--- src/design/cau_pkg.sv ---
// Shared codes and control types for the complex arithmetic unit.
`timescale 1ns / 1ps
`default_nettype none

package cau_pkg;

    typedef enum logic [2:0] {
        MODE_ADD  = 3'd0,
        MODE_SUB  = 3'd1,
        MODE_MUL  = 3'd2,
        MODE_DIV  = 3'd3,
        MODE_EQ   = 3'd4,
        MODE_NE   = 3'd5,
        MODE_MAG  = 3'd6,
        MODE_NONE = 3'd7
    } mode_t;

    typedef enum logic [1:0] {
        ST_OK  = 2'd0,
        ST_DZ  = 2'd1,
        ST_SAT = 2'd2
    } status_t;

    typedef struct packed {
        logic  valid;
        mode_t mode;
    } ctrl_t;

endpackage

`default_nettype wire

--- src/design/cau_back.sv ---
// Back end: sign and clamp the quotients and root, pick the result, register it.
`timescale 1ns / 1ps
`default_nettype none

module cau_back #(
    parameter int W = 32
) (
    input  wire logic                clk,
    input  wire logic                rst_n,
    input  cau_pkg::ctrl_t           ctrl_in,
    input  wire logic signed [W-1:0] side_re_in,
    input  wire logic signed [W-1:0] side_im_in,
    input  wire logic                side_cmp_in,
    input  cau_pkg::status_t         side_st_in,
    input  wire logic [W-1:0]        qre_in,
    input  wire logic [W-1:0]        qim_in,
    input  wire logic                nre_neg_in,
    input  wire logic                nim_neg_in,
    input  wire logic                nre_ovf_in,
    input  wire logic                nim_ovf_in,
    input  wire logic [2*W-1:0]      den_in,
    input  wire logic [W-1:0]        root_in,
    output logic                     done,
    output logic signed [W-1:0]      res_re,
    output logic signed [W-1:0]      res_im,
    output logic                     compare_true,
    output logic [1:0]               status
);

    localparam logic [W-1:0] HALF = {1'b1, {(W-1){1'b0}}};
    localparam logic [W-1:0] MAXV = {1'b0, {(W-1){1'b1}}};

    // signed quotient clamped; top bit flags a clamp
    function automatic logic [W:0] qsat(input logic [W-1:0] q, input logic neg,
                                        input logic ovf);
        logic [W:0] r;
        if (ovf)
            r = {1'b1, (neg ? HALF : MAXV)};
        else if (neg && (q > HALF))
            r = {1'b1, HALF};
        else if (neg)
            r = {1'b0, W'(-q)};
        else if (q >= HALF)
            r = {1'b1, MAXV};
        else
            r = {1'b0, q};
        return r;
    endfunction

    logic [W:0]          qre_s, qim_s;
    logic signed [W-1:0] re_next, im_next;
    logic                cmp_next;
    cau_pkg::status_t    st_next;

    always_comb
    begin
        qre_s    = qsat(qre_in, nre_neg_in, nre_ovf_in);
        qim_s    = qsat(qim_in, nim_neg_in, nim_ovf_in);
        re_next  = side_re_in;
        im_next  = side_im_in;
        cmp_next = side_cmp_in;
        st_next  = side_st_in;
        unique case (ctrl_in.mode)
            cau_pkg::MODE_DIV:
            begin
                cmp_next = 1'b0;
                if (den_in == '0)
                begin
                    re_next = '0;
                    im_next = '0;
                    st_next = cau_pkg::ST_DZ;
                end
                else
                begin
                    re_next = qre_s[W-1:0];
                    im_next = qim_s[W-1:0];
                    st_next = (qre_s[W] || qim_s[W]) ? cau_pkg::ST_SAT : cau_pkg::ST_OK;
                end
            end
            cau_pkg::MODE_MAG:
            begin
                cmp_next = 1'b0;
                im_next  = '0;
                if (root_in >= HALF)
                begin
                    re_next = MAXV;
                    st_next = cau_pkg::ST_SAT;
                end
                else
                begin
                    re_next = root_in;
                    st_next = cau_pkg::ST_OK;
                end
            end
            default:
            begin
                cmp_next = side_cmp_in;
            end
        endcase
    end

    logic                done_reg;
    logic signed [W-1:0] re_reg, im_reg;
    logic                cmp_reg;
    cau_pkg::status_t    st_reg;

    always_ff @(posedge clk or negedge rst_n)
    begin
        if (!rst_n)
        begin
            done_reg <= 1'b0;
        end
        else
        begin
            done_reg <= ctrl_in.valid;
        end
    end

    always_ff @(posedge clk)
    begin
        re_reg  <= re_next;
        im_reg  <= im_next;
        cmp_reg <= cmp_next;
        st_reg  <= st_next;
    end

    assign done         = done_reg;
    assign res_re       = re_reg;
    assign res_im       = im_reg;
    assign compare_true = cmp_reg;
    assign status       = st_reg;

endmodule

`default_nettype wire

--- config.mk ---
export PLATFORM = sky130hd
export DESIGN_NAME = cau_back
export DESIGN_NICKNAME = d
export VERILOG_FILES = /design/src/design/cau_pkg.sv /design/src/design/cau_back.sv
export SDC_FILE = /design/constraint.sdc
export NUM_CORES = 1
export LEC_CHECK = 0
export ABC_AREA = 1
export CAP_MARGIN = 20
export CORE_AREA = 2 2 118 120
export DETAILED_ROUTE_END_ITERATION = 12
export DIE_AREA = 0 0 120 122
export DONT_BUFFER_PORTS = 1
export GPL_TIMING_DRIVEN = 0
export PLACE_DENSITY = 0.62
export SLEW_MARGIN = 20
export SYNTH_ARGS = -nofsm -noshare
export SYNTH_HDL_FRONTEND = slang
export SYNTH_SLANG_ARGS = --single-unit
--- constraint.sdc ---
create_clock -name clk -period 1 [get_ports clk]
set_clock_uncertainty 0.15 [all_clocks]
set_input_delay 0.2 -clock clk [delete_from_list [all_inputs] [get_ports clk]]
set_output_delay 0.2 -clock clk [all_outputs]
set_load 0.1 [all_outputs]
# == Word level (Yosys, flattened, before mapping) ==
# Index checks and enable logic that the tools add are counted.
# classes
n_addsub,2
order_cmp,5
eq_ne,2
mux,19
n_reduce_logical,5
# op_table
operator,count
33-bit 2-to-1 mux,8
32-bit 2-to-1 mux,5
32-bit case mux with 2 select lines,2
32-bit greater-or-equal comparator (second input constant),3
32-bit > comparator (second input constant),2
64-bit logical NOT,1
32-bit negation,2
2-bit 2-to-1 mux,3
2-bit case mux with 2 select lines,1
3-bit by 2-bit == test with 1-bit output (second input constant),1
3-bit == test (second input constant),1
1-bit logical AND,2
2-bit OR reduction,1
1-bit logical OR,1
# totals
regBits,68
output_inout_bits,68
elab_cells,38

# == Logic depth before layout (Yosys ltp) ==
# depth
ltp_word,9
ltp_mapped,14
ltp_nobuf,14

# == Worst setup path after synthesis ==
# No wires, ideal clock.
# synth_path
path_type,input to register
from,input port qre_in[0]
to,"register re_reg[26], in the netlist res_re[26]"
arrival_time_ps,1354
required_time_ps,738
slack_ps,-616
stages,13
n_path_buf,0
path_cell_list,inv_1 > ha_1 > inv_1 > nor2_1 > nand2_1 > nor2_1 > nand2_1 > nor2_2 > nand3_1 > nand3_1 > nand3_1 > nand2_1 > nand2_1
# synth_via
elab_chain_len,7
elab_cells_between_ends,10
cone_classes,add/sub (1); order compare (2); mux (6); reduce/logical (1)
# synth_rtl
item,line,rtl
start: declaration,cau_back.sv:15,"input wire logic [W-1:0] qre_in,"
32-bit greater-or-equal comparator,cau_back.sv:43,else if (q >= HALF)
33-bit 2-to-1 mux,cau_back.sv:43,
33-bit 2-to-1 mux,cau_back.sv:41,else if (neg)
33-bit 2-to-1 mux (*),cau_back.sv:39,else if (neg && (q > HALF))
33-bit 2-to-1 mux (*),cau_back.sv:37,if (ovf)
32-bit 2-to-1 mux (*),cau_back.sv:67,if (den_in == '0)
32-bit case mux with 2 select lines (*),cau_back.sv:63,unique case (ctrl_in.mode)
net re_next[26],cau_back.sv:51,"logic signed [W-1:0] re_next, im_next;"
end signal: assignment,cau_back.sv:121,re_reg <= re_next;
end: declaration,cau_back.sv:103,"logic signed [W-1:0] re_reg, im_reg;"
# Mark *: on every way through the listed nets, which the timed path passes. The rest lies on a longest branch.
# A chain may end at the register's enable or synchronous reset.

# == Worst setup path in the final report ==
# layout_path
from,input port qre_in[1]
to,"register re_reg[21], in the netlist res_re[21]"
# The elaborated chain is that of the path after synthesis.

==> reports/results.tsv <==
stage	metric	value	unit
floorplan	total core area	0.0135	mm^2
timing	slack of the critical path	-393	ps
timing	period utilisation layout	1.39	
worst_hold_path	Hold Path Sink	res_re[0]	
synth	share of the synthesized area in the top cell type	0.246	
place	placed cell count	1169	
timing	min Tclk post-route	1390	ps
setup_path	worst-path fanout max	7	
layout	fill cell count	1146	
global_routing	GRT Overall Usage	0.327	
synth	Synth Instances	989	
run_status	failing checks	negative hold slack, negative setup slack	
floorplan	Ports	305	
pwr	Sw Pwr	4.62	mW
worst_hold_path	HP Class	in2reg	
pwr	switching part of the total	0.414	
floorplan	die footprint	0.0146	mm^2
place	IO buf count	0	
pwr	leakage power figure	3.99	nW
setup_path	crit-path max cell delay	200	ps
routing	number of remaining DRC errors	0	
clocking	# clock sinks	68	
pwr	Logic pwr share	0.202	
place	dpl ws	-927	ps
timing	Slew headroom	0.558	
timing	Hold Vio Cnt, Final	19	
timing	Min Hold Slack	-128	ps
clocking	CTS root buf	clkbuf_16	
pwr	P_int	6.53	mW
layout	number of non-filler instances in the completed layout	1333	
routing	DRT Wirelength	25700	um
synth	library cells used by synthesis	39	
pwr	part of the power in the clock network	0.341	
setup_path	required time of the worst setup path	1120	ps
routing	WL/cell	19.3	um
synth	syn nets	1228	
place	post-DP HPWL	17500	um
place	GPL Wtd Cong	0.969	
flow_run	Max Cap Viol	0	
layout	Ant. Diodes	0	
setup_path	CP Launch Type	primary input	
layout	layout cells sized above 1	0.355	
clocking	H-tree depth	3	
worst_hold_path	Hold Path Stages	2	
run_status	outcome	finished with violations	
layout	Final nets	1387	
timing	Slew Limit Fails	0	
setup_path	Crit. End Element	flop	
synth	post-synthesis register bit count	68	
setup_path	Slowest cell on crit path	nor2_8	
timing	Worst Tran Pin Value	662	ps
floorplan	die span in y	122	um
pwr	part of the power in registers	0.457	
setup_path	critical path's most frequent cell	nor2_4	
floorplan	row cnt	43	
clocking	CTS clk-pin slew, worst paths	60	ps
synth	Async SR Flop Fraction	0.0147	
synth	mean post-synth cell area	5.51	um^2
synth	dominant cell type by area after synthesis	dfxtp_1	
routing	vias post-DR	7427	
timing	Setup Viol. Count Final	133	
synth	most frequent cell after synthesis	nand2_1	
synth	Yosys warnings	0	
setup_path	CP Data Arrival Time	1520	ps
clocking	CTS tree	done	
clocking	CTS max path bufs	2	
floorplan	die width	120	um
synth	Most used DFF post-synth	dfxtp_1	
synth	sequential-to-total area share from yosys stat	0.251	
routing	DR vias/cell	5.57	
setup_path	WS Path Type	in2reg	
clocking	TritonCTS buffer count	9	
global_routing	largest net degree at the start of global routing	13	
timing	unrepaired setup endpoints after global routing	true	
layout	Layout area overhead	66.6	%
global_routing	initial antenna violation count	1	
global_routing	global-route wire length before repair	37000	um
setup_path	crit path cell chain	clkinv_16, ha_4, nand2_4, nor2_4, nand2_4, nor2_4, nand2_2, nand3_4, nor2_4, nor2_8, buf_8, nand2_1, nand3_1	
global_routing	vias in the first global route	7366	
worst_hold_path	Hold Crit Start	root_in[31]	
routing	Post-DRT Antenna Nets	0	
synth	most frequent cells after synthesis	nand2_1 (357), nor2_1 (162), nand3_1 (113), inv_1 (82), o21ai_0 (73)	
synth	cell area after synthesis	0.00545	mm^2
pwr	Peak VDD IR	0.923	mV
pwr	Power Dens Cells	1230	mW/mm^2
global_routing	GRT overflow	0	
layout	final core occ	0.673	
synth	Synth area leaders	dfxtp_1 (25%), nand2_1 (25%), nor2_1 (11%)	
timing	Achievable Freq	0.718	GHz
synth	Post-synth EDFFs	0	
routing	Detailed Route Iter0 Violations	574	
floorplan	Initial Utilization	0.404	
routing	1st-pass router iterations	5	
[cells in the final DEF (no fill, tap or decap), types with 3 or more instances in the layout]
| cell type | netlist | layout |
|---|---|---|
| a21oi_1 | 7 | 5 |
| a221o_1 | 7 | 7 |
| buf_2 | 9 | 12 |
| buf_4 | 0 | 26 |
| buf_6 | 3 | 14 |
| buf_8 | 0 | 3 |
| bufinv_16 | 0 | 3 |
| clkbuf_1 | 14 | 4 |
| clkbuf_16 | 0 | 10 |
| clkbuf_2 | 0 | 7 |
| clkinvlp_4 | 0 | 4 |
| dfxtp_4 | 0 | 67 |
| dlygate4sd3_1 | 0 | 107 |
| inv_1 | 82 | 67 |
| inv_2 | 7 | 11 |
| nand2_1 | 357 | 289 |
| nand2_2 | 6 | 42 |
| nand2_4 | 2 | 33 |
| nand3_1 | 113 | 74 |
| nand3_2 | 2 | 35 |
| nand3_4 | 0 | 6 |
| nand3b_1 | 4 | 4 |
| nand4_1 | 5 | 5 |
| nor2_1 | 162 | 89 |
| nor2_2 | 9 | 41 |
| nor2_4 | 2 | 43 |
| nor3_1 | 8 | 6 |
| nor3_4 | 0 | 3 |
| o211ai_1 | 8 | 8 |
| o21ai_0 | 73 | 53 |
| o21ai_1 | 9 | 9 |
| o21ai_2 | 1 | 18 |
| o21ai_4 | 0 | 3 |
| o22ai_1 | 4 | 4 |
| xnor2_1 | 5 | 3 |
[worst max-delay path, delay by kind of cell]
family	cells	cell delay, ps
buffers and inverters	2	220
AND/OR/NAND/NOR	10	950
adder cells (fa/ha/maj)	1	140
[power by group through the flow]
stage / clock network [mW] / registers, mW / logic, mW
5_1_grt: 3.95 / 5.11 / 2.46
3_3_place_gp: 0 / 5.18 / 1.40
4_1_cts: 3.84 / 5.09 / 1.96
3_5_place_dp: 0 / 5.18 / 1.41
6_report: 3.80 / 5.09 / 2.26
2_1_floorplan: 0 / 5.12 / 1.10
[kinds of logic after synthesis]
group	count (synthesis)	synth area share
AO/OA/AOI/OAI	115	0.121
XOR/XNOR	7	0.0112
adder cells (fa/ha/maj)	2	0.00459
buffers and inverters	120	0.0888
flip-flops	68	0.251
multiplexers	1	0.00184
AND/OR/NAND/NOR	676	0.522
[per-layer routing]
layer,part of all wire,track usage
met1,0.35,0.363
met2,0.50,0.551
met3,0.10,0.102
met4,0.049,0.190
met5,0.00051,0
[layout make-up]
class                      count  area [um^2]  share of cell area
multi-input combinational    801         4750               0.523
sequential                    68         1620               0.179
timing repair buffer         148         1490               0.164
inverter                      89          448              0.0493
clock buffer                  10          239              0.0263
tap                          180          225              0.0248
buffer                        31          195              0.0215
clock inverter                 6          111              0.0123
[metrics by stage]
stage	setup TNS, ps	power, mW	hold slack [ps]	area [um^2]
2_1_floorplan	-26470	6.21	-246	5810
3_3_place_gp	-47280	6.58	-246	6030
3_5_place_dp	-47330	6.59	-246	6030
4_1_cts	-30040	10.9	-149	8300
5_1_grt	-37670	11.5	-124	9080
6_report	-32650	11.2	-128	9080
[worst max path at each step]
| stage | from | end | slack, ps | cells past startpoint |
|---|---|---|---|---|
| 2_1_floorplan | qre_in[1] | res_re[26] | -560 | 13 |
| 3_3_place_gp | qre_in[1] | res_re[11] | -930 | 13 |
| 3_5_place_dp | qre_in[1] | res_re[11] | -930 | 13 |
| 4_1_cts | done | done | -310 | 0 |
| 5_1_grt | qre_in[6] | res_re[25] | -420 | 10 |
| 6_report | qre_in[1] | res_re[21] | -390 | 13 |
[what timing repair did]
item                       CTS  global route
hold endpoints to repair    69            16
setup endpoints to repair  133           135
pin swaps                   39            83
cloned                       3             1
gates resized for setup    200           175
hold buffers               105             2
buffers inserted            22            16
No activity file was read; power rests on OpenSTA's default activity.
