**src/design/cau_pkg.sv**
```systemverilog
// Shared codes and control types for the complex arithmetic unit.
`timescale 1ns / 1ps
`default_nettype none

package cau_pkg;

    typedef enum logic [2:0] {
        MODE_ADD  = 3'd0,
        MODE_SUB  = 3'd1,
        MODE_MUL  = 3'd2,
        MODE_DIV  = 3'd3,
        MODE_EQ   = 3'd4,
        MODE_NE   = 3'd5,
        MODE_MAG  = 3'd6,
        MODE_NONE = 3'd7
    } mode_t;

    typedef enum logic [1:0] {
        ST_OK  = 2'd0,
        ST_DZ  = 2'd1,
        ST_SAT = 2'd2
    } status_t;

    typedef struct packed {
        logic  valid;
        mode_t mode;
    } ctrl_t;

endpackage

`default_nettype wire

```
**src/design/cau_stage.sv**
```systemverilog
// One pipeline step: a quotient bit for both divisions and one root bit.
`timescale 1ns / 1ps
`default_nettype none

module cau_stage #(
    parameter int W = 32,
    parameter int F = 16,
    parameter int K = 0
) (
    input  wire logic               clk,
    input  wire logic               rst_n,
    input  cau_pkg::ctrl_t          ctrl_in,
    input  wire logic signed [W-1:0] side_re_in,
    input  wire logic signed [W-1:0] side_im_in,
    input  wire logic               side_cmp_in,
    input  cau_pkg::status_t        side_st_in,
    input  wire logic [2*W+F-1:0]   rre_in,
    input  wire logic [2*W+F-1:0]   rim_in,
    input  wire logic [W-1:0]       qre_in,
    input  wire logic [W-1:0]       qim_in,
    input  wire logic               nre_neg_in,
    input  wire logic               nim_neg_in,
    input  wire logic               nre_ovf_in,
    input  wire logic               nim_ovf_in,
    input  wire logic [2*W-1:0]     den_in,
    input  wire logic [2*W-1:0]     sq_in,
    input  wire logic [W-1:0]       root_in,
    output cau_pkg::ctrl_t          ctrl_out,
    output logic signed [W-1:0]     side_re_out,
    output logic signed [W-1:0]     side_im_out,
    output logic                    side_cmp_out,
    output cau_pkg::status_t        side_st_out,
    output logic [2*W+F-1:0]        rre_out,
    output logic [2*W+F-1:0]        rim_out,
    output logic [W-1:0]            qre_out,
    output logic [W-1:0]            qim_out,
    output logic                    nre_neg_out,
    output logic                    nim_neg_out,
    output logic                    nre_ovf_out,
    output logic                    nim_ovf_out,
    output logic [2*W-1:0]          den_out,
    output logic [2*W-1:0]          sq_out,
    output logic [W-1:0]            root_out
);

    localparam int PW = 2 * W;
    localparam int RW = 2 * W + F;
    localparam int CW = 3 * W + F;

    logic [CW-1:0]   trial, ere, eim;
    logic [RW-1:0]   rre_next, rim_next;
    logic [W-1:0]    qre_next, qim_next, root_next;
    logic [PW:0]     inc, esq;
    logic [PW-1:0]   sq_next;

    always_comb
    begin
        trial    = CW'(den_in) << K;
        ere      = CW'(rre_in);
        eim      = CW'(rim_in);
        rre_next = rre_in;
        rim_next = rim_in;
        qre_next = qre_in;
        qim_next = qim_in;
        if (ere >= trial)
        begin
            rre_next = RW'(ere - trial);
            qre_next = qre_in | (W'(1) << K);
        end
        if (eim >= trial)
        begin
            rim_next = RW'(eim - trial);
            qim_next = qim_in | (W'(1) << K);
        end

        // (root + 2^K)^2 - root^2 = root*2^(K+1) + 2^(2K)
        inc       = ((PW+1)'(root_in) << (K + 1)) | ((PW+1)'(1) << (2 * K));
        esq       = (PW+1)'(sq_in);
        sq_next   = sq_in;
        root_next = root_in;
        if (esq >= inc)
        begin
            sq_next   = PW'(esq - inc);
            root_next = root_in | (W'(1) << K);
        end
    end

    cau_pkg::ctrl_t ctrl_reg;

    always_ff @(posedge clk or negedge rst_n)
    begin
        if (!rst_n)
        begin
            ctrl_reg <= '0;
        end
        else
        begin
            ctrl_reg <= ctrl_in;
        end
    end

    logic signed [W-1:0] side_re_reg, side_im_reg;
    logic                side_cmp_reg;
    cau_pkg::status_t    side_st_reg;
    logic [RW-1:0]       rre_reg, rim_reg;
    logic [W-1:0]        qre_reg, qim_reg, root_reg;
    logic                nre_neg_reg, nim_neg_reg, nre_ovf_reg, nim_ovf_reg;
    logic [PW-1:0]       den_reg, sq_reg;

    always_ff @(posedge clk)
    begin
        side_re_reg  <= side_re_in;
        side_im_reg  <= side_im_in;
        side_cmp_reg <= side_cmp_in;
        side_st_reg  <= side_st_in;
        rre_reg      <= rre_next;
        rim_reg      <= rim_next;
        qre_reg      <= qre_next;
        qim_reg      <= qim_next;
        nre_neg_reg  <= nre_neg_in;
        nim_neg_reg  <= nim_neg_in;
        nre_ovf_reg  <= nre_ovf_in;
        nim_ovf_reg  <= nim_ovf_in;
        den_reg      <= den_in;
        sq_reg       <= sq_next;
        root_reg     <= root_next;
    end

    assign ctrl_out     = ctrl_reg;
    assign side_re_out  = side_re_reg;
    assign side_im_out  = side_im_reg;
    assign side_cmp_out = side_cmp_reg;
    assign side_st_out  = side_st_reg;
    assign rre_out      = rre_reg;
    assign rim_out      = rim_reg;
    assign qre_out      = qre_reg;
    assign qim_out      = qim_reg;
    assign nre_neg_out  = nre_neg_reg;
    assign nim_neg_out  = nim_neg_reg;
    assign nre_ovf_out  = nre_ovf_reg;
    assign nim_ovf_out  = nim_ovf_reg;
    assign den_out      = den_reg;
    assign sq_out       = sq_reg;
    assign root_out     = root_reg;

endmodule

`default_nettype wire

```
**config.mk**
```make
export PLATFORM = sky130hd
export DESIGN_NAME = cau_stage
export DESIGN_NICKNAME = d
export VERILOG_FILES = /design/src/design/cau_pkg.sv /design/src/design/cau_stage.sv
export SDC_FILE = /design/constraint.sdc
export NUM_CORES = 1
export LEC_CHECK = 0
export ABC_CLOCK_PERIOD_IN_PS = 800
export BUFFER_PORTS_ARGS = -buffer_cell sky130_fd_sc_hd__buf_2
export CORE_AREA = 2 2 362 364
export DETAILED_ROUTE_END_ITERATION = 10
export DIE_AREA = 0 0 364 366
export SYNTH_ARGS = -nofsm -noshare
export SYNTH_HDL_FRONTEND = slang
export SYNTH_SLANG_ARGS = --single-unit
```
**constraint.sdc**
```tcl
create_clock -name clk -period 0.8 [get_ports clk]
set_input_delay 0.04 -clock clk [delete_from_list [all_inputs] [get_ports clk]]
set_output_delay 0.04 -clock clk [all_outputs]
set_load 0.03 [all_outputs]
```
== After elaboration in Yosys (flattened, before gate mapping) ==
Cells that the tools add are included.

* Bits in registers: 459
* Latch bits: 0
* Bits in writable memories: 0
* ROM bits: 0
* Output and inout bits: 459
* Memories: 0

* Add/subtract/negate cells: 3
* $mul: 0
* Div/mod/pow operators: 0
* Order comparisons: 3
* Equality and inequality tests: 0
* Shifts and indexed selects: 0
* Mux-type cells: 3
* Bitwise operators: 0
* Reductions and logical operators: 0

{| class="wikitable"
|+ Operator list
! kind !! number
|-
| 80-bit by 64-bit greater-or-equal comparator with 1-bit output || 2
|-
| 80-bit 2-to-1 mux || 2
|-
| 80-bit by 64-bit subtractor with 80-bit output || 2
|-
| 64-bit by 33-bit greater-or-equal comparator with 1-bit output || 1
|-
| 64-bit 2-to-1 mux || 1
|-
| 64-bit by 33-bit subtractor with 64-bit output || 1
|}

== Logic depth before layout (Yosys ltp) ==
Gate-level depths: netlist of run 1.

* Depth in word-level cells: 2
* Mapped depth: 14

== Worst setup path after synthesis of run 1 ==
No wires, ideal clock.

* Path type: input -> register
* From: input rre_in[0]
* To: register rre_reg[74], in the netlist rre_out[74]
* Library setup time: 0.120 ns
* Data arrival time: 2.653 ns
* Path slack: -1.973 ns
* Cell stages on the path: 14
* Buffers on the path: 2
* Cell sequence: inv_1 > ha_1 > fa_1 > nor2b_1 > o31a_1 > o211ai_1 > a211o_1 > a31o_2 > a211oi_4 > or2_1 > buf_2 > buf_4 > o2111ai_1 > xnor2_1

* Word-level cells in the longest chain between the ends: 2

{| class="wikitable"
|+ RTL lines
! item !! line !! RTL
|-
| start: declaration || cau_stage.sv:17 || <nowiki>input wire logic [2*W+F-1:0] rre_in,</nowiki>
|-
| 80-bit by 64-bit subtractor with 80-bit output / 80-bit by 64-bit greater-or-equal comparator with 1-bit output (equally long branches) || cau_stage.sv:67, cau_stage.sv:65 ||
|-
| 80-bit 2-to-1 mux * || cau_stage.sv:65 || <nowiki>if (ere >= trial)</nowiki>
|-
| named net rre_next[74] || cau_stage.sv:51 || <nowiki>logic [RW-1:0] rre_next, rim_next;</nowiki>
|-
| end signal: assignment || cau_stage.sv:116 || <nowiki>rre_reg <= rre_next;</nowiki>
|-
| end: declaration || cau_stage.sv:105 || <nowiki>logic [RW-1:0] rre_reg, rim_reg;</nowiki>
|}

The timed path passes the listed nets; every way through them passes the cells marked *.
A chain may end at the register's enable or synchronous reset.

== Worst setup path after layout of run 1 ==
* From: input den_in[0]
* To: register rre_reg[73], in the netlist rre_out[73]

* Word-level cells in the longest chain between the ends: 2

{| class="wikitable"
|+ RTL lines
! item !! line !! RTL
|-
| start: declaration || cau_stage.sv:25 || <nowiki>input wire logic [2*W-1:0] den_in,</nowiki>
|-
| 80-bit by 64-bit subtractor with 80-bit output / 80-bit by 64-bit greater-or-equal comparator with 1-bit output (equally long branches) || cau_stage.sv:67, cau_stage.sv:65 ||
|-
| 80-bit 2-to-1 mux * || cau_stage.sv:65 ||
|-
| named net rre_next[73] || cau_stage.sv:51 ||
|}

Marks and branches as above.

==> results of run 1 <==
[timing repair]
action | 4_1_cts | 5_1_grt
hold buffers | 585 | 47
buffers inserted | 58 | 81
hold endpoints to repair | 463 | 98
pin swaps | 89 | 206
endpoints found under the setup margin | 686 | 686
gates resized for setup | 306 | 2418
gates cloned | 9 | 16
[critical path: stages]
cell      delay, ns
buf_12         0.11
ha_4           0.16
fa_2           0.37
nor2b_4        0.13
o31a_1         0.24
o211ai_1       0.17
a211o_1        0.38
a31o_4         0.30
a211oi_4       0.26
buf_6          0.16
buf_6          0.12
o21a_1         0.15
o211ai_1       0.18
xnor2_1        0.31
[state kept, by name (all words and copies together), names as in the netlist, 2 cells and up]
| name | count |
|---|---|
| rim_out | 80 |
| sq_out | 64 |
| qre_out | 32 |
| root_out | 32 |
| den_out | 64 |
| side_re_out | 32 |
| qim_out | 32 |
| side_st_out | 2 |
| side_im_out | 32 |
| rre_out | 80 |
| ctrl_out | 4 |
[stage by stage]
stage | power, W | TNS [ns] | hold WS [ns] | area (um2) | worst slack, ns
3_5_place_dp | 0.0555 | -523.50 | -0.149 | 38000 | -2.66
2_1_floorplan | 0.0413 | -360.86 | -0.256 | 24500 | -1.85
3_3_place_gp | 0.0554 | -519.58 | -0.153 | 38000 | -2.63
4_1_cts | 0.0868 | -551.55 | -0.571 | 47800 | -1.57
5_1_grt | 0.0972 | -538.57 | -0.529 | 55100 | -1.81
6_report | 0.0937 | -501.12 | -0.477 | 55100 | -1.73
[Yosys cell counts (7+ instances only)]
library cell    n
nand3_1        41
a21oi_1       313
a31oi_1        19
clkbuf_1       86
a21o_1         86
a21boi_0       12
buf_2          30
or2_2          14
ha_1          161
nand2b_1       12
nor3_1         56
o21ai_0       148
nand2_1       252
and2_1         16
nor4_1         34
o21a_1         33
or4_1           9
o2111ai_1      11
xor2_1         77
o31ai_1        17
dfxtp_1       455
a221oi_1        7
or3_1          20
inv_1         158
and3_1         15
o211a_1         8
nor2_1        274
nand4_1        82
nor2b_1        17
o211ai_1       22
a211oi_1       21
buf_6           7
o21bai_1       48
xnor2_1       121
a2111oi_0      10
[kinds of logic (layout without fill, tap and decap cells)]
group / after synthesis / in the layout / share of synthesized area (%)
and+or+nand+nor: 883 / 884 / 17.9
adders and majority gates: 164 / 164 / 8.81
buffers and inverters: 285 / 2916 / 4.96
xor gates and xnor gates: 198 / 198 / 7.36
DFF: 459 / 459 / 39.1
other: 0 / 19 / 0
muxes: 5 / 5 / 0.234
AOI/OAI and AO/OA: 816 / 816 / 21.7
[worst max path at each step]
| stage | from | to | slack, ns | cells past startpoint |
|---|---|---|---|---|
| after CTS | den_in[0] | rre_out[75]$_DFF_P_ | -1.57 | 14 |
| final | den_in[0] | rre_out[73]$_DFF_P_ | -1.73 | 14 |
| after floorplan | rre_in[0] | rre_out[74]$_DFF_P_ | -1.85 | 14 |
| after global routing | den_in[1] | rre_out[73]$_DFF_P_ | -1.81 | 16 |
| after global placement | den_in[22] | rim_out[8]$_DFF_P_ | -2.63 | 12 |
| after detailed placement | den_in[20] | rim_out[8]$_DFF_P_ | -2.66 | 12 |
[routing by layer]
layer  global-route usage, %  part of all wire, %  wire length, um
met1                    22.8                   36            57600
met2                    37.7                   50            79600
met3                    5.90                  8.2            13000
met4                    7.37                  5.0             7970
met5                       0                 0.22              346
[power by group through the flow]
stage | Combinational (W) | Clock [W] | Sequential [W]
finish | 0.0373 | 0.0282 | 0.0282
global route | 0.0392 | 0.0296 | 0.0284
CTS | 0.0314 | 0.0286 | 0.0268
detailed placement | 0.0282 | 0 | 0.0272
global placement | 0.0281 | 0 | 0.0273
floorplan | 0.00904 | 0 | 0.0322
[layout make-up]
| class | count | area [um2] |
|---|---|---|
| Sequential cell | 459 | 9840 |
| Antenna cell | 19 | 47.5 |
| Clock buffer | 72 | 1590 |
| Timing Repair Buffer | 2657 | 23700 |
| Inverter | 158 | 682 |
| Multi-Input combinational cell | 2067 | 16700 |
| Clock inverter | 29 | 393 |
| Tap cell | 1742 | 2180 |
| Fill cell | 11800 | 73800 |
==> results.json, run 1 <==
{
  "fin_util_pct": 42.8,
  "rows": 132,
  "cts_tree": "done",
  "required_ns": 1.36,
  "swShare_pct": 35.3,
  "antenna_found_initial": 54,
  "synthCells": 2810,
  "yosysWarnings": 0,
  "cts_root_buf": "clkbuf_16",
  "syn_avg_cell_area_um2": 8.38,
  "cp_data_arrival_time_ns": 3.09,
  "p_seq_share_pct": 30.1,
  "grt_util_all_layers_pct": 20.8,
  "slew_viol_final": 0,
  "area_growth_pct": 134,
  "yosys_most_used_dff": "dfxtp_1",
  "setup_slack_ns": -1.73,
  "p_sw_w": 0.0331,
  "synthTopCellsByArea": "dfxtp_1 (39%), ha_1 (8.6%), a21oi_1 (6.7%)",
  "outcome": "complete, but fails checks",
  "first_global_vias": 32400,
  "finalCriticalPeriod_ns": 2.53,
  "ys_types": 80,
  "cellPowerDensity_nw_per_um2": 1700,
  "leakage_nw": 24.8,
  "vias": 32500,
  "dp.cells": 6312,
  "final_cell_mix": "buf_4 (968), dlygate4sd3_1 (623), buf_6 (525)",
  "clk_path_buf_depth": 3,
  "final_common_cell": "buf_4",
  "synth_top_area_share_pct": 38.7,
  "grt_pass1_wl_um": 207000,
  "synth-edff-count": 0,
  "drc": 0,
  "core_um2": 129000,
  "synthArstFlopShare_pct": 0.871,
  "start_util_pct": 18.3,
  "min_from": "den_in[0]",
  "tightest_slew_ns": 0.617,
  "instances_no_fill": 7203,
  "num-nets-final": 6025,
  "grt_max_degree": 27,
  "drive_gt1_share_pct": 58.3,
  "hold_class": "in2reg",
  "ant_nets": 0,
  "via_per_inst": 4.52,
  "gp_congestion": 0.949,
  "numCtsBuffers": 57,
  "crit_type": "in2reg",
  "setup_viol": 686,
  "cts_num_sinks": 459,
  "ioPinCount": 920,
  "hold_depth": 1,
  "synth_seq_cells": 459,
  "rsz0062_at_grt": "true",
  "htree_levels": 2,
  "synth.net_count": 3435,
  "violations": "negative hold slack, negative setup slack",
  "cp-start-kind": "primary input",
  "holdWs_ns": -0.477,
  "hold_violations": 43,
  "fmax_ghz": 0.395,
  "synth_area_um2": 23600,
  "intPower_w": 0.0606,
  "grt.overflow.total": 0,
  "drt-total-wl_um": 159000,
  "die_w_um": 364,
  "ys_seq_area_share_pct": 39.1,
  "period_share_pct": 316,
  "cap_violations": 0,
  "p_clk_share_pct": 30.1,
  "cts.clk_slew.worst_paths_ns": 0.07,
  "irDropWorstVdd_mv": 1.77,
  "dr.pass1.iters": 5,
  "wl_per_cell_um": 22.0,
  "end_kind": "flip-flop",
  "slew_headroom_pct": 58.5,
  "drtIter0Drc": 1864,
  "die_h_um": 366,
  "yosysTopAreaCell": "dfxtp_1",
  "combPwrFrac_pct": 39.8,
  "dp_hpwl_um": 113000,
  "io_buffers": 919,
  "crit_fanout": 5,
  "die-area_um2": 133000,
  "hold_end": "den_out[0]$_DFF_P_"
}
Power figures use the tool's default switching activity.
==> run 2: changes to the inputs <==
--- a/config.mk
+++ b/config.mk
@@ -10,6 +10,7 @@
 export CORE_AREA = 2 2 362 364
 export DETAILED_ROUTE_END_ITERATION = 10
 export DIE_AREA = 0 0 364 366
+export HOLD_SLACK_MARGIN = 0.12
 export SYNTH_ARGS = -nofsm -noshare
 export SYNTH_HDL_FRONTEND = slang
 export SYNTH_SLANG_ARGS = --single-unit
==> results.json, run 2 (synthesis results as in run 1) <==
{
  "cellPowerDensity_nw_per_um2": 1710,
  "violations": "negative hold slack, negative setup slack",
  "crit_type": "in2reg",
  "outcome": "complete, but fails checks",
  "dp.cells": 6312,
  "cts_num_sinks": 459,
  "crit_end": "rre_out[18]$_DFF_P_",
  "grt_max_degree": 27,
  "critical_path.slowest_cell": "fa_2",
  "setup_viol": 690,
  "die_h_um": 366,
  "fmax_ghz": 0.403,
  "hold_violations": 134,
  "core_um2": 129000,
  "period_share_pct": 310,
  "crit_fanout": 7,
  "end_kind": "flip-flop",
  "gp_congestion": 0.949,
  "final_cell_mix": "buf_4 (970), dlygate4sd3_1 (553), buf_6 (509)",
  "htree_levels": 2,
  "first_global_vias": 32100,
  "grt_pass1_wl_um": 205000,
  "final_common_cell": "buf_4",
  "dp_hpwl_um": 113000,
  "irDropWorstVdd_mv": 1.83,
  "grt.overflow.total": 0,
  "crit_chain": "buf_12, ha_4, fa_2, nor2b_4, o31a_1, o211ai_1, a211o_1, a31o_4, a211oi_4, buf_6, nor2_4, buf_12, nor4_2, nor3_2",
  "clk_path_buf_depth": 3,
  "slowest_delay_ns": 0.39,
  "start_util_pct": 18.3,
  "vias": 32100,
  "crit_top_cell": "buf_12",
  "instances_no_fill": 7126,
  "io_buffers": 919,
  "via_per_inst": 4.50,
  "drc": 0,
  "drt-total-wl_um": 155000,
  "rows": 132,
  "numCtsBuffers": 57,
  "cap_violations": 0,
  "fill_cells": 12000,
  "setup_slack_ns": -1.68,
  "holdWs_ns": -0.526,
  "finalCriticalPeriod_ns": 2.48,
  "drtIter0Drc": 1799,
  "ioPinCount": 920,
  "power_w": 0.0933,
  "wl_per_cell_um": 21.8,
  "die-area_um2": 133000,
  "dr.pass1.iters": 7,
  "tightest_slew_ns": 0.747,
  "area_growth_pct": 131,
  "antenna_found_initial": 56,
  "cp_data_arrival_time_ns": 3.05,
  "place_area_um2": 38000,
  "cts_root_buf": "clkbuf_16",
  "leakage_nw": 24.5,
  "cts.clk_slew.worst_paths_ns": 0.07,
  "critPathLaunch": "den_in[0]",
  "die_w_um": 364,
  "post-route-cell-area_um2": 54400,
  "cp-start-kind": "primary input",
  "hold_depth": 1,
  "rsz0062_at_grt": "true",
  "num-nets-final": 5951,
  "grt_util_all_layers_pct": 20.6,
  "slew_viol_final": 0,
  "required_ns": 1.37,
  "cts_tree": "done",
  "drive_gt1_share_pct": 59.1,
  "slew_headroom_pct": 49.7,
  "fin_util_pct": 42.2,
  "hold_class": "in2reg",
  "ant_nets": 0
}
run 2: worst max-delay path: cells and delay by family:
kind / cells / cell delay, ns
compound gates: 5 / 1.36
buf+inv: 3 / 0.46
fa+ha+maj: 2 / 0.55
simple gates: 4 / 0.61
run 2: cell type report:
class | instances | area [um2] | share of cell area, %
well taps | 1742 | 2180 | 4.01
clock buffers | 72 | 1590 | 2.93
inverters | 158 | 672 | 1.23
diodes | 16 | 40.0 | 0.0736
multi-input cells | 2067 | 16700 | 30.8
flip-flops and latches | 459 | 9840 | 18.1
clock inverters | 29 | 393 | 0.722
repair buffers | 2583 | 23000 | 42.2
run 2: power by group:
| group | total [W] | switching (W) | leakage [nW] | internal, W |
|---|---|---|---|---|
| clock network | 0.0282 | 0.0120 | 0.971 | 0.0162 |
| logic | 0.0369 | 0.0190 | 19.6 | 0.0180 |
| registers | 0.0282 | 0.00193 | 3.89 | 0.0262 |
run 2: stage by stage:
| step | TNS, ns | setup slack [ns] |
|---|---|---|
| 2_1_floorplan | -360.86 | -1.85 |
| 3_3_place_gp | -519.58 | -2.63 |
| 3_5_place_dp | -523.50 | -2.66 |
| 4_1_cts | -551.61 | -1.57 |
| 5_1_grt | -535.78 | -1.68 |
| 6_report | -497.29 | -1.68 |
run 2: worst min-delay path by stage:
| stage | start | to | slack, ns |
|---|---|---|---|
| after floorplan | rst_n | ctrl_out[0]$_DFF_PN0_ | -0.26 |
| after global placement | rst_n | ctrl_out[0]$_DFF_PN0_ | -0.15 |
| after detailed placement | rst_n | ctrl_out[0]$_DFF_PN0_ | -0.15 |
| after CTS | den_in[9] | den_out[9]$_DFF_P_ | -0.59 |
| after global routing | den_in[21] | den_out[21]$_DFF_P_ | -0.57 |
| final | root_in[29] | root_out[29]$_DFF_P_ | -0.53 |
run 2: what timing repair did:
| item | in CTS | in global routing |
|---|---|---|
| pin swaps | 89 | 181 |
| gates resized for setup | 306 | 2395 |
| buffers inserted | 58 | 77 |
| gates cloned | 9 | 16 |
| hold buffers | 511 | 58 |
| setup endpoints to repair | 686 | 691 |
| hold endpoints to repair | 463 | 219 |
run 2: layer usage:
layer	up-vias	part of all wire, %	GRT usage, %
li1	15000	-	-
met1	15300	36	22.5
met2	1320	50	37.7
met3	400	8.1	6.09
met4	64	4.9	6.53
met5	-	0.28	0
